==> src/sv/h264_access_unit_order_checker_core_assert.svh <==
// Assertion macros shared by the access unit order checker modules.
// All assume a clock named clk and an active-low reset named rst_n.
`ifndef H264_ACCESS_UNIT_ORDER_CHECKER_CORE_ASSERT_SVH
`define H264_ACCESS_UNIT_ORDER_CHECKER_CORE_ASSERT_SVH

// Same-cycle implication.
`define AUOC_ASSERT_NOW(label, ante, cons, msg) \
  label: assert property (@(posedge clk) disable iff (!rst_n) (ante) |-> (cons)) \
    else $error(msg);

// Next-cycle implication.
`define AUOC_ASSERT_NEXT(label, ante, cons, msg) \
  label: assert property (@(posedge clk) disable iff (!rst_n) (ante) |=> (cons)) \
    else $error(msg);

`endif

==> src/sv/auoc_pkg.sv <==
package auoc_pkg;

  // Frame class codes carried through the queue
  localparam logic [2:0] KIND_SPS   = 3'd0;
  localparam logic [2:0] KIND_PPS   = 3'd1;
  localparam logic [2:0] KIND_IDR   = 3'd2;
  localparam logic [2:0] KIND_P     = 3'd3;
  localparam logic [2:0] KIND_OTHER = 3'd4;

  // Tracker state codes
  localparam logic [2:0] TRK_NONE = 3'd0;
  localparam logic [2:0] TRK_SPS  = 3'd1;
  localparam logic [2:0] TRK_PPS  = 3'd2;
  localparam logic [2:0] TRK_IDR  = 3'd3;
  localparam logic [2:0] TRK_P    = 3'd4;

  // Verdict codes
  localparam logic [1:0] VERD_INCOMPLETE = 2'd0;
  localparam logic [1:0] VERD_USABLE     = 2'd1;
  localparam logic [1:0] VERD_FATAL      = 2'd2;
  localparam logic [1:0] VERD_NEW_BEGIN  = 2'd3;

  // Queue between front and back (depth at least 2)
  localparam int Q_DEPTH = 2;
  localparam int Q_PTR_W = $clog2(Q_DEPTH);
  localparam int Q_CNT_W = $clog2(Q_DEPTH + 1);

  localparam int KIND_W  = 3;
  localparam int COUNT_W = 8;

  typedef logic [KIND_W-1:0] kind_t;

  typedef struct packed {
    logic full;
    logic empty;
  } q_stat_t;

  // Map a raw frame kind onto a class code; unused codes count as other
  function automatic kind_t classify(input logic [2:0] raw);
    kind_t k;
    begin
      unique case (raw)
        3'd0:    k = KIND_SPS;
        3'd1:    k = KIND_PPS;
        3'd2:    k = KIND_IDR;
        3'd3:    k = KIND_P;
        default: k = KIND_OTHER;
      endcase
      return k;
    end
  endfunction

endpackage

==> src/sv/auoc_front.sv <==
module auoc_front
  import auoc_pkg::*;
(
  input  logic       in_valid,
  output logic       in_stall,
  input  logic [2:0] in_frame_kind,
  input  q_stat_t    q_stat,
  output logic       push,
  output kind_t      push_kind
);

  // Hold the sender while the queue is full
  assign in_stall = q_stat.full;

  // Classify and push each accepted transfer
  assign push      = in_valid && !q_stat.full;
  assign push_kind = classify(in_frame_kind);

endmodule

==> src/sv/auoc_queue.sv <==
`include "h264_access_unit_order_checker_core_assert.svh"

module auoc_queue
  import auoc_pkg::*;
(
  input  logic    clk,
  input  logic    rst_n,
  input  logic    push,
  input  kind_t   push_kind,
  input  logic    pop,
  output kind_t   pop_kind,
  output q_stat_t q_stat
);

  kind_t              entry_r [Q_DEPTH];
  logic [Q_PTR_W-1:0] wr_ptr_r, wr_ptr_nxt;
  logic [Q_PTR_W-1:0] rd_ptr_r, rd_ptr_nxt;
  logic [Q_CNT_W-1:0] cnt_r, cnt_nxt;

  assign q_stat.full  = (cnt_r == Q_CNT_W'(Q_DEPTH));
  assign q_stat.empty = (cnt_r == '0);
  assign pop_kind     = entry_r[rd_ptr_r];

  // Advance pointers with wrap at the queue depth
  always_comb begin
    wr_ptr_nxt = wr_ptr_r;
    rd_ptr_nxt = rd_ptr_r;
    cnt_nxt    = cnt_r;
    if (push) begin
      wr_ptr_nxt = (wr_ptr_r == Q_PTR_W'(Q_DEPTH - 1)) ? '0 : wr_ptr_r + 1'b1;
    end
    if (pop) begin
      rd_ptr_nxt = (rd_ptr_r == Q_PTR_W'(Q_DEPTH - 1)) ? '0 : rd_ptr_r + 1'b1;
    end
    if (push && !pop) begin
      cnt_nxt = cnt_r + 1'b1;
    end else if (pop && !push) begin
      cnt_nxt = cnt_r - 1'b1;
    end
  end

  always_ff @(posedge clk) begin
    if (!rst_n) begin
      wr_ptr_r <= '0;
      rd_ptr_r <= '0;
      cnt_r    <= '0;
    end else begin
      wr_ptr_r <= wr_ptr_nxt;
      rd_ptr_r <= rd_ptr_nxt;
      cnt_r    <= cnt_nxt;
    end
  end

  // Store pushed entries
  always_ff @(posedge clk) begin
    if (push) begin
      entry_r[wr_ptr_r] <= push_kind;
    end
  end

  `AUOC_ASSERT_NEXT(a_q_push_only_grows, push && !pop, cnt_r == $past(cnt_r) + 1'b1, "queue count did not grow on push")
  `AUOC_ASSERT_NEXT(a_q_push_keeps_kind, push && q_stat.empty, pop_kind == $past(push_kind), "pushed kind not at queue head")
  `AUOC_ASSERT_NOW(a_q_no_overflow, push, !q_stat.full, "push into a full queue")
  `AUOC_ASSERT_NOW(a_q_no_underflow, pop, !q_stat.empty, "pop from an empty queue")

endmodule

==> src/sv/auoc_back.sv <==
`include "h264_access_unit_order_checker_core_assert.svh"

module auoc_back
  import auoc_pkg::*;
(
  input  logic       clk,
  input  logic       rst_n,
  input  logic       cfg_valid,
  input  logic [7:0] cfg_slices_per_picture,
  input  q_stat_t    q_stat,
  input  kind_t      pop_kind,
  output logic       pop,
  output logic       out_valid,
  input  logic       out_stall,
  output logic [1:0] out_verdict
);

  logic [COUNT_W-1:0] spp_r;
  logic [2:0]         trk_r, trk_nxt;
  logic [COUNT_W-1:0] cnt_r, cnt_nxt;
  logic               out_valid_r;
  logic [1:0]         verdict_r, verdict_nxt;

  logic [COUNT_W-1:0] cnt_step;
  logic               step_done;
  logic [COUNT_W-1:0] cnt_after;
  logic               is_sps, is_pps, is_idr, is_p;

  assign is_sps = (pop_kind == KIND_SPS);
  assign is_pps = (pop_kind == KIND_PPS);
  assign is_idr = (pop_kind == KIND_IDR);
  assign is_p   = (pop_kind == KIND_P);

  // Take the queue head when the output register is free or being drained
  assign pop = !q_stat.empty && (!out_valid_r || !out_stall);

  // Count a slice where the state calls for it, then check completion
  always_comb begin
    if ((trk_r == TRK_PPS) || (trk_r == TRK_IDR && is_idr) || (trk_r == TRK_P && is_p)) begin
      cnt_step = cnt_r + 1'b1;
    end else begin
      cnt_step = cnt_r;
    end
    step_done = (cnt_step >= spp_r);
    cnt_after = step_done ? '0 : cnt_step;
  end

  // Tracker transition and verdict
  always_comb begin
    trk_nxt     = trk_r;
    cnt_nxt     = cnt_r;
    verdict_nxt = VERD_INCOMPLETE;
    unique case (trk_r)
      TRK_SPS: begin
        if (is_pps) begin
          trk_nxt = TRK_PPS;
        end else begin
          verdict_nxt = VERD_FATAL;
        end
      end
      TRK_PPS: begin
        if (is_idr) begin
          trk_nxt     = TRK_IDR;
          cnt_nxt     = cnt_after;
          verdict_nxt = step_done ? VERD_USABLE : VERD_INCOMPLETE;
        end else begin
          verdict_nxt = VERD_FATAL;
        end
      end
      TRK_IDR: begin
        cnt_nxt     = cnt_after;
        verdict_nxt = step_done ? VERD_USABLE : VERD_INCOMPLETE;
        if (is_p) begin
          if (cnt_after != '0) begin
            verdict_nxt = VERD_FATAL;
          end else if (spp_r <= COUNT_W'(1)) begin
            trk_nxt     = TRK_P;
            cnt_nxt     = '0;
            verdict_nxt = VERD_USABLE;
          end else begin
            trk_nxt     = TRK_P;
            cnt_nxt     = COUNT_W'(1);
            verdict_nxt = VERD_INCOMPLETE;
          end
        end else if (!is_idr) begin
          verdict_nxt = VERD_FATAL;
        end
      end
      TRK_P: begin
        cnt_nxt     = cnt_after;
        verdict_nxt = step_done ? VERD_USABLE : VERD_INCOMPLETE;
        if (!is_p) begin
          verdict_nxt = VERD_FATAL;
        end
      end
      default: begin
        if (is_sps) begin
          cnt_nxt = '0;
          trk_nxt = TRK_SPS;
        end else begin
          verdict_nxt = VERD_FATAL;
        end
      end
    endcase
    // Drop back to none on an order error
    if (verdict_nxt == VERD_FATAL) begin
      trk_nxt = TRK_NONE;
    end
    // An SPS always restarts the sequence
    if (is_sps) begin
      trk_nxt     = TRK_SPS;
      verdict_nxt = VERD_NEW_BEGIN;
    end
  end

  // Control state and configuration
  always_ff @(posedge clk) begin
    if (!rst_n) begin
      spp_r       <= COUNT_W'(1);
      trk_r       <= TRK_NONE;
      cnt_r       <= '0;
      out_valid_r <= 1'b0;
    end else begin
      if (cfg_valid) begin
        spp_r <= cfg_slices_per_picture;
      end
      if (pop) begin
        trk_r       <= trk_nxt;
        cnt_r       <= cnt_nxt;
        out_valid_r <= 1'b1;
      end else if (!out_stall) begin
        out_valid_r <= 1'b0;
      end
    end
  end

  // Output payload register
  always_ff @(posedge clk) begin
    if (pop) begin
      verdict_r <= verdict_nxt;
    end
  end

  assign out_valid   = out_valid_r;
  assign out_verdict = verdict_r;

  `AUOC_ASSERT_NEXT(a_fatal_to_none, pop && verdict_nxt == VERD_FATAL, trk_r == TRK_NONE, "fatal verdict left tracker active")
  `AUOC_ASSERT_NEXT(a_usable_clears, pop && verdict_nxt == VERD_USABLE, cnt_r == '0, "usable verdict left counter set")
  `AUOC_ASSERT_NEXT(a_sps_new_begin, pop && is_sps, out_verdict == VERD_NEW_BEGIN && trk_r == TRK_SPS, "SPS did not restart sequence")
  `AUOC_ASSERT_NOW(a_pop_has_room, pop, !q_stat.empty && (!out_valid_r || !out_stall), "pop without data or room")

endmodule

==> src/sv/h264_access_unit_order_checker_core.sv <==
// Path: an input transfer is written into the queue, and its verdict is then registered in the output register.
// Throughput: one frame per cycle while out_stall is low; the tracker in the back stage updates on each pop.
// A two-entry queue parts input from tracker; the output register parts tracker from output.
// Reset (rst_n low, synchronous): tracker to none, counter to zero, queue and output emptied,
// slice count register to 1.
module h264_access_unit_order_checker_core
  import auoc_pkg::*;
(
  input  logic       clk,
  input  logic       rst_n,
  input  logic       cfg_valid,
  output logic       cfg_ready,
  input  logic [7:0] cfg_slices_per_picture,
  input  logic       in_valid,
  output logic       in_stall,
  input  logic [2:0] in_frame_kind,
  output logic       out_valid,
  input  logic       out_stall,
  output logic [1:0] out_verdict
);

  q_stat_t q_stat;
  logic    push;
  kind_t   push_kind;
  logic    pop;
  kind_t   pop_kind;

  // Accept register writes at any time
  assign cfg_ready = 1'b1;

  auoc_front u_front (
    .in_valid      (in_valid),
    .in_stall      (in_stall),
    .in_frame_kind (in_frame_kind),
    .q_stat        (q_stat),
    .push          (push),
    .push_kind     (push_kind)
  );

  auoc_queue u_queue (
    .clk       (clk),
    .rst_n     (rst_n),
    .push      (push),
    .push_kind (push_kind),
    .pop       (pop),
    .pop_kind  (pop_kind),
    .q_stat    (q_stat)
  );

  auoc_back u_back (
    .clk                    (clk),
    .rst_n                  (rst_n),
    .cfg_valid              (cfg_valid && cfg_ready),
    .cfg_slices_per_picture (cfg_slices_per_picture),
    .q_stat                 (q_stat),
    .pop_kind               (pop_kind),
    .pop                    (pop),
    .out_valid              (out_valid),
    .out_stall              (out_stall),
    .out_verdict            (out_verdict)
  );

endmodule
==> config.mk <==
export PLATFORM = sky130hd
export DESIGN_NAME = h264_access_unit_order_checker_core
export DESIGN_NICKNAME = d
export VERILOG_FILES = /design/src/sv/auoc_pkg.sv /design/src/sv/auoc_front.sv /design/src/sv/auoc_queue.sv /design/src/sv/auoc_back.sv /design/src/sv/h264_access_unit_order_checker_core.sv
export VERILOG_INCLUDE_DIRS = /design/src /design/src/sv
export SDC_FILE = /design/constraint.sdc
export NUM_CORES = 1
export LEC_CHECK = 0
export BUFFER_PORTS_ARGS = -buffer_cell sky130_fd_sc_hd__buf_2
export CORE_MARGIN = 4
export CORE_UTILIZATION = 55
export DETAILED_ROUTE_END_ITERATION = 8
export PLACE_DENSITY = 0.78
export SYNTH_ARGS = -nofsm -noshare
export SYNTH_HDL_FRONTEND = slang
export SYNTH_SLANG_ARGS = --single-unit
==> constraint.sdc <==
create_clock -name clk -period 5.2 [get_ports clk]
set_input_delay 1.04 -clock clk [delete_from_list [all_inputs] [get_ports clk]]
set_output_delay 1.04 -clock clk [all_outputs]
set_load 0.02 [all_outputs]
==> impl_summary.md, run 1 <==
Logic synthesis
Of the post-synthesis cell area, the dominant cell type holds 0.235. Summing every instance area after synthesis gives 0.00213 mm^2. The register area share after synthesis is 0.348. Ranked by total cell area, the synthesized netlist is headed by sky130_fd_sc_hd__dfxtp_1, sky130_fd_sc_hd__edfxtp_1, sky130_fd_sc_hd__ha_1, sky130_fd_sc_hd__mux2i_1, sky130_fd_sc_hd__nor2_1. The mean post-synth cell area is 8.57 um^2. Summed over all instances, the cell type with the most area after synthesis is sky130_fd_sc_hd__dfxtp_1.

The total number of yosys warnings is 0. Synthesis handed over a netlist of 248 instances. The top flip-flop cell by instance count after synthesis is sky130_fd_sc_hd__dfxtp_1. After synthesis, the share of flip-flops with an asynchronous set or reset is 0. The net count of the mapped netlist is 274. The number of register bits inferred by synthesis is 33.

Counting distinct cell types in the post-synthesis netlist gives 57. The number of enable flip-flop cells after synthesis is 8.

Cells and area
Of the cells placed in the final design, the portion with a size suffix greater than 1 is 0.144. For this run, the post-layout net count is 288. The growth of design area from synthesis to finish is 9.24%.

After the flow finishes, the layout carries non-filler instances totaling 311. 0 antenna diodes ended up in the layout. The number of fillers in the final layout is 323.

CTS
TritonCTS built the clock tree. Clock latency on the worst-skew pair, taken at its later pin, is 0.29 ns. In this run the number of H-tree levels came out at 2. In this run the post-CTS setup repair buffer count came out at 0.

The number of clock sinks is 33. The number of clock buffers inserted by TritonCTS is 5. The buffer cell driving the clock tree root is sky130_fd_sc_hd__clkbuf_8.

The post-cts resize count is 0. The number of hold buffers added after CTS was 0. After clock tree synthesis, the clock-pin slew on the worst setup and hold paths is 0.08 ns. The worst-case clock buffer depth is 2.

Placement
Counting tap cells, the placed design contains a total of 303 instances. The count of input and output buffers is 19. The congestion estimate from routability-driven global placement came to 0.986. Summed over all nets, the half-perimeter wirelength after detailed placement is 3330 um.

Worst setup path
Traced cell by cell, the critical path runs through or4b_4 > a31o_2 > a21oi_1 > nand3_1 > xnor2_1 > ha_1 > nand3_1 > o31a_1 > o311ai_1 > o211ai_1 > o31ai_2 > o21bai_1 > a211o_1. In this design, the critical path's most frequently occurring cell is sky130_fd_sc_hd__nand3_1. The critical path is of the reg2reg type. The number of cell instances on the worst register-to-register path is 13. The endpoint identified for the worst register-to-register timing path is u_back.out_verdict[0]. The startpoint of the lowest-slack register-to-register path is u_queue.entry_r[0][0].

Tracing the worst setup path back leads to its startpoint at u_queue.entry_r[0][0]. The setup slack on the worst flop-to-flop path is 0.97 ns. The highest-delay cell along the critical path is sky130_fd_sc_hd__or4b_4.

The capture point of the critical path is u_back.out_verdict[0]. The data required time at the worst endpoint is ~5.3 ns. STA classifies the critical path endpoint as a flop.

The peak per-stage delay on the critical path is around 0.6 ns. The startpoint type of the worst setup path is a flop. The data arrival time of the critical path is 4.27 ns. The largest driver fanout on the critical path is 5.

STA
Subtracting the final worst setup slack from the clock period gives 4.23 ns. Dividing the final minimum period by the clock period gives 0.813. Setup violations remaining at the end of the flow were counted as 0.

Setup repair after global routing left no endpoint under its margin. The achievable frequency is 0.237 GHz. The final-report max-slew violation count is 0. Clock skew on the completed layout was measured at 0.00984 ns. The worst-margin pin slew is around 0.79 ns. The post-route setup TNS is 0 ns. The final number of hold-violating endpoints was 0. The relative slew slack is 0.470.

Die
From left edge to right edge, the die measures 70.2 um. From bottom edge to top edge, the die measures around 70 um. The die area is 0.00492 mm^2. The core footprint is ~0.0037 mm^2. The row count is 22. The boundary pin count is 21. The effective utilization at floorplan is 0.576.

Global route
The fraction of met3 tracks used by global routing is 0.0345. The initial antenna violation count is 0. The total routing resource utilization after global routing is 0.190. The maximum number of pins on one net before global-route repair is 24.

The first global-routing pass estimated 7660 um of wire. For met2 alone, demand over resource in global routing was 0.297. The leftover overflow at the end of global routing is 0. For met1 alone, demand over resource in global routing was 0.260. After global routing, the most crowded layer is met2. The via count of the first global-routing pass is 1690.

Routing
The first detailed-routing pass took 5 iterations. The total wire length after detailed routing is roughly 4500 um. The routed wirelength normalized by instance count is 14.6 um. The vias after detailed routing is 1850. For this run, design rule violations remaining after detail routing come to 0. The post-detailed-route via-to-cell ratio is 5.95. The residual antenna-violating net count after detailed routing is 0. The DRC violation total after the first TritonRoute iteration is about 230.

Run status
The flow ran to the end, and the final reports show no timing, DRC or antenna violations.

Power and ir drop
The maximum ir drop on the vdd rail is 414 uV. The power per unit of standard cell area is 320 mW/mm^2. Power comes to 744 uW. For this design the static power due to leakage is 0.939 nW.

Flow run
Max-cap violations in this run came to 0.

Min path
The classification of the worst-slack hold path is reg2reg.
-- report_power, final --
group	internal (mW)	switching [mW]
Clock	0.0939	0.107
Combinational	0.0825	0.125
Sequential	0.303	0.0322
-- layout make-up --
cell class              count  area [um^2]  area share
multi-input cells         190         1290       0.554
well taps                  48         60.1      0.0259
flip-flops and latches     33          741       0.319
clock inverters             3         22.5     0.00970
inverters                  13         48.8      0.0210
repair buffers             19         95.1      0.0409
clock buffers               5         68.8      0.0296
-- cells in the mapped netlist, types with 8 or more instances --
cell type / number
sky130_fd_sc_hd__o21ai_0: 9
sky130_fd_sc_hd__dfxtp_1: 25
sky130_fd_sc_hd__inv_1: 13
sky130_fd_sc_hd__mux2i_1: 10
sky130_fd_sc_hd__edfxtp_1: 8
sky130_fd_sc_hd__ha_1: 10
sky130_fd_sc_hd__nand2_1: 22
sky130_fd_sc_hd__clkbuf_1: 10
sky130_fd_sc_hd__nor2_1: 26
sky130_fd_sc_hd__a21oi_1: 15
-- how the worst min path moves through the flow --
stage,startpoint,endpoint,slack (ns),cells past startpoint
2_1_floorplan,u_back.spp_r[0],u_back.spp_r[0],0.45,2
3_3_place_gp,u_back.spp_r[0],u_back.spp_r[0],0.46,2
3_5_place_dp,u_back.spp_r[0],u_back.spp_r[0],0.46,2
4_1_cts,u_back.spp_r[0],u_back.spp_r[0],0.49,2
5_1_grt,u_back.spp_r[0],u_back.spp_r[0],0.53,2
6_report,u_back.spp_r[0],u_back.spp_r[0],0.49,2
-- layer usage --
metal,vias to the layer above,wire [um]
li1,913,-
met1,858,2130
met2,72,2070
met3,7,283
met4,0,66
met5,-,0
-- placed cells by master, fill, tap and decap left out, types with 6 or more instances in the layout --
cell and count:
sky130_fd_sc_hd__buf_2 19, sky130_fd_sc_hd__o21ai_0 9, sky130_fd_sc_hd__inv_1 13, sky130_fd_sc_hd__nor2_1 26
sky130_fd_sc_hd__nand2_1 22, sky130_fd_sc_hd__xor2_1 6, sky130_fd_sc_hd__ha_1 10, sky130_fd_sc_hd__a21oi_1 15
sky130_fd_sc_hd__dfxtp_1 25, sky130_fd_sc_hd__edfxtp_1 8, sky130_fd_sc_hd__mux2i_1 10, sky130_fd_sc_hd__xnor2_1 6
sky130_fd_sc_hd__nand3_1 6, sky130_fd_sc_hd__nand2b_1 6
-- registers in the layout (all words and copies together) (netlist names), named ones only --
register	cells
u_queue.cnt_r	2
u_back.out_valid	1
u_queue.entry_r	6
u_back.out_verdict	2
u_queue.wr_ptr_r	1
u_back.spp_r	8
u_back.cnt_r	8
u_queue.rd_ptr_r	1
u_back.trk_r	3
-- critical path: cells and delay by family (launching register included) --
family | cells | cell delay [ns]
DFF | 1 | 0.42
and+or+nand+nor | 3 | 0.82
xor gates and xnor gates | 1 | 0.19
adders and majority gates | 1 | 0.32
AOI/OAI and AO/OA | 8 | 2.22
-- cell families (layout without fill, tap and decap cells) --
family                     Yosys count  in the layout  synth area share
adders and majority gates           10             10            0.0589
buffers and inverters               25             40            0.0465
and+or+nand+nor                     96             96             0.235
DFF                                 33             33             0.348
xor gates and xnor gates            12             12            0.0494
muxes                               11             11            0.0524
other                                1              1           0.00176
AOI/OAI and AO/OA                   60             60             0.208
-- per-stage QoR --
stage,utilization,setup slack [ns],instance area [um^2],hold WS (ns)
after floorplan,-,1.57,2130,0.447
after global placement,0.605,1.08,2230,0.464
after detailed placement,0.605,1.05,2230,0.464
after CTS,0.630,1.03,2320,0.487
after global routing,0.630,0.736,2320,0.526
final,0.630,0.973,2320,0.489
Power figures use the tool's default switching activity.
==> run 2: changes to the inputs <==
- clock period: 5.2 -> 4.3 ns (I/O delays scaled with it)
==> run 2 against run 1 <==
Effect of this change: clock-buffer cell count unchanged; maximum frequency up 2.9%; largest power group unchanged; total power up 28%; die area unchanged; global-route usage up 0.55 points; critical endpoint unchanged; sequential power up 19%; via count up 0.27%; clock skew down 0.0049 ns; first-iteration DRC count down 64%; sequential share of layout area down 0.82 points; critical path depth up 2.
==> impl_summary.md, run 2 (synthesis gave the netlist of run 1 again) <==
Run status
The run finished with clean final reports.

Worst setup path
The startpoint type of the worst setup path is a flop. The largest driver fanout on the critical path is 7 (+2). STA classifies the critical path endpoint as a flop.

The startpoint identified for the worst register-to-register timing path is u_queue.entry_r[0][0]. The critical path class is reg2reg. The data arrival time of the critical path came to 4.15 ns (-0.12 ns). The data required time at the worst endpoint is 4.34 ns (-0.91 ns). In this run the worst setup path begins at u_queue.entry_r[0][0].

Power and ir drop
The maximum ir drop on the vdd rail was 389 uV (-6.0%). The cell internal power dissipation is 642 uW (+34%). The power per unit of standard cell area is 401 mW/mm^2 (+25%).

The leakage power came to 0.983 nW (+4.6%). The switching power was 313 uW (+18%). The combinational fraction of design power is 0.268 (-0.012). The clock power share is 0.314 (+0.044). The sequential power share is 0.418 (-0.033). The switching fraction of total power is 0.328 (-0.0276). The power after layout is 956 uW (+28%).

STA
The final worst-path cycle share was 0.955 (+0.142). The worst-margin pin slew was 0.756 ns (-0.0383 ns). The shortest period the worst path allows is 4.11 ns (-0.119 ns).

The post-route setup TNS came to 0 ns (unchanged). The worst clock skew came to 0.00496 ns (-0.00488 ns). The final critical-path setup slack is 0.192 ns (-0.781 ns). The achievable frequency came to 0.243 GHz (+2.9%). The relative slew slack was 0.495 (+0.0256). The final setup violation count came to 0 (unchanged). The final number of hold-violating endpoints came to 0 (unchanged). The final-report max-slew violation count is 0 (unchanged).

Routing
The total wire length after detailed routing came to 4550 um (+0.20%). The residual antenna-violating net count after detailed routing is 0 (unchanged). The highest routing layer actually used is met4. The DRC violation total after the first TritonRoute iteration is 80 (-64%).

The routed length on met2 is 2060 um (-0.19%). The number of detailed-routing iterations run before antenna repair is 4 (-1). The routed wirelength normalized by instance count was 14.4 um (-1.4%). The residual DRC count is 0 (unchanged). The vias after detailed routing is 1855 (+0.27%). The post-detailed-route via-to-cell ratio is 5.87 (-1.3%).

The sum of met3 wire segment lengths after detailed routing is 351 um (+24%). The met1 layer wirelength in the final routing is 2030 um (-4.5%).

CTS
The worst-case clock buffer depth is 2 (unchanged). The clock-pin slew reported for the worst setup and hold paths after clock tree synthesis is 0.07 ns (about the same). The buffer cell driving the clock tree root is sky130_fd_sc_hd__clkbuf_8. The hold-fix buffer count after cts was 0 (unchanged). The number of buffers added for setup after CTS is 0 (unchanged).

The number of clock sinks was 33 (unchanged). The post-cts resize count is 0 (unchanged). The clock tree from TritonCTS is yes. The total number of H-tree levels is 2 (unchanged). The later-pin clock latency in the skew report is 0.29 ns (about the same).

The number of clock buffers inserted by TritonCTS is 5 (unchanged).

Global route
The total routing resource utilization after global routing is 0.196 (+0.00550). The global-route wire length before repair is 7840 um (+2.3%). The via count of the first global-routing pass is 1759 (+4.1%). The maximum number of pins on one net before global-route repair is 24 (unchanged). The initial antenna violation count is 0 (unchanged). The leftover overflow at the end of global routing was 0 (unchanged).

Cells and area
The number of fillers in the final layout is 328 (+1.5%). In the layout the commonest cells are sky130_fd_sc_hd__nor2_1, sky130_fd_sc_hd__dfxtp_1, sky130_fd_sc_hd__nand2_1. The most frequent standard cell in the layout excluding fill and tap cells is sky130_fd_sc_hd__nor2_1. The final instance area is 0.00238 mm^2 (+2.6%). The largest registers in the layout are u_back.cnt_r (8), u_back.spp_r (8), u_queue.entry_r (6). The fraction of layout cells with a size suffix above 1 was 0.160 (+0.0160).

Relative to the synthesized area, the layout overhead comes to 12.1%. The number of nets at the end of the flow is 293 (+1.7%). The number of diodes is 0 (unchanged).

Min path
The worst min-delay path startpoint is u_back.out_valid. The classification of the worst-slack hold path is reg2reg.

Die
The die area came to 0.00492 mm^2 (unchanged). The effective utilization at floorplan is 0.576 (unchanged). The height of the chip is 70.2 um (unchanged). The boundary pin count is 21 (unchanged). The row count is 22 (unchanged). The core footprint was 0.00369 mm^2 (unchanged). The die width is 70.2 um (unchanged).

Placement
The area of placed instances is 0.00226 mm^2 (+1.3%). The count of input and output buffers is 19 (unchanged). The detailed placer's ending HPWL is 3400 um (+1.9%).

The routability congestion estimate is 0.935 (-5.2%). The placement-stage worst setup slack is 0.297 ns (-0.755 ns).

Flow run
The max capacitance violation total is 0 (unchanged).
## run 2: changes by cell type in the layout (fill, tap and decap cells not counted), sizes merged
cell	change
clkinvlp	-2
buf	+5
clkinv	+1
bufinv	+1
## run 2: area by class of cell
type	count	area (um^2)	area share
multi-input cells	190	1290	0.540
flip-flops and latches	33	741	0.311
repair buffers	24	133	0.0556
clock buffers	5	68.8	0.0289
well taps	48	60.1	0.0252
inverters	13	48.8	0.0205
clock inverters	3	46.3	0.0194
## run 2: final timing paths
| kind | endpoint | slack, ns | cells past startpoint |
|---|---|---|---|
| max | u_back.out_verdict[0] | 0.19 | 15 |
| min | u_back.out_valid | 0.49 | 2 |
| max reg2reg | u_back.out_verdict[0] | 0.19 | 15 |
| min reg2reg | u_back.out_valid | 0.49 | 2 |
## run 2: per-stage QoR
stage	hold slack, ns	util	std cells
floorplan	0.447	-	248
global placement	0.466	0.613	307
detailed placement	0.478	0.613	307
CTS	0.493	0.644	315
global route	0.532	0.646	316
finish	0.493	0.646	316
## run 2: critical path, cell delays in order (launching register included)
cell	delay [ns]
sky130_fd_sc_hd__edfxtp_1	0.43
sky130_fd_sc_hd__or4b_4	0.60
sky130_fd_sc_hd__a31o_2	0.27
sky130_fd_sc_hd__nand2_1	0.23
sky130_fd_sc_hd__nand2_1	0.12
sky130_fd_sc_hd__xnor2_1	0.20
sky130_fd_sc_hd__ha_1	0.31
sky130_fd_sc_hd__o21a_1	0.12
sky130_fd_sc_hd__a21oi_1	0.06
sky130_fd_sc_hd__o31a_1	0.38
sky130_fd_sc_hd__o311ai_1	0.14
sky130_fd_sc_hd__o211ai_1	0.15
sky130_fd_sc_hd__buf_4	0.17
sky130_fd_sc_hd__o31ai_2	0.33
sky130_fd_sc_hd__o21bai_1	0.10
sky130_fd_sc_hd__a211o_1	0.26
## run 2: power by group through the flow
stage	Combinational, mW	Sequential (mW)	Clock (mW)
after floorplan	0.187	0.409	0
after global placement	0.250	0.404	0
after detailed placement	0.253	0.407	0
after CTS	0.255	0.400	0.303
after global routing	0.284	0.404	0.318
final	0.256	0.400	0.300
## run 2: metal layers
layer | GRT usage | vias up
met5 | 0 | -
met4 | 0.0787 | 0
met3 | 0.0561 | 12
met2 | 0.314 | 70
met1 | 0.247 | 848
li1 | - | 925
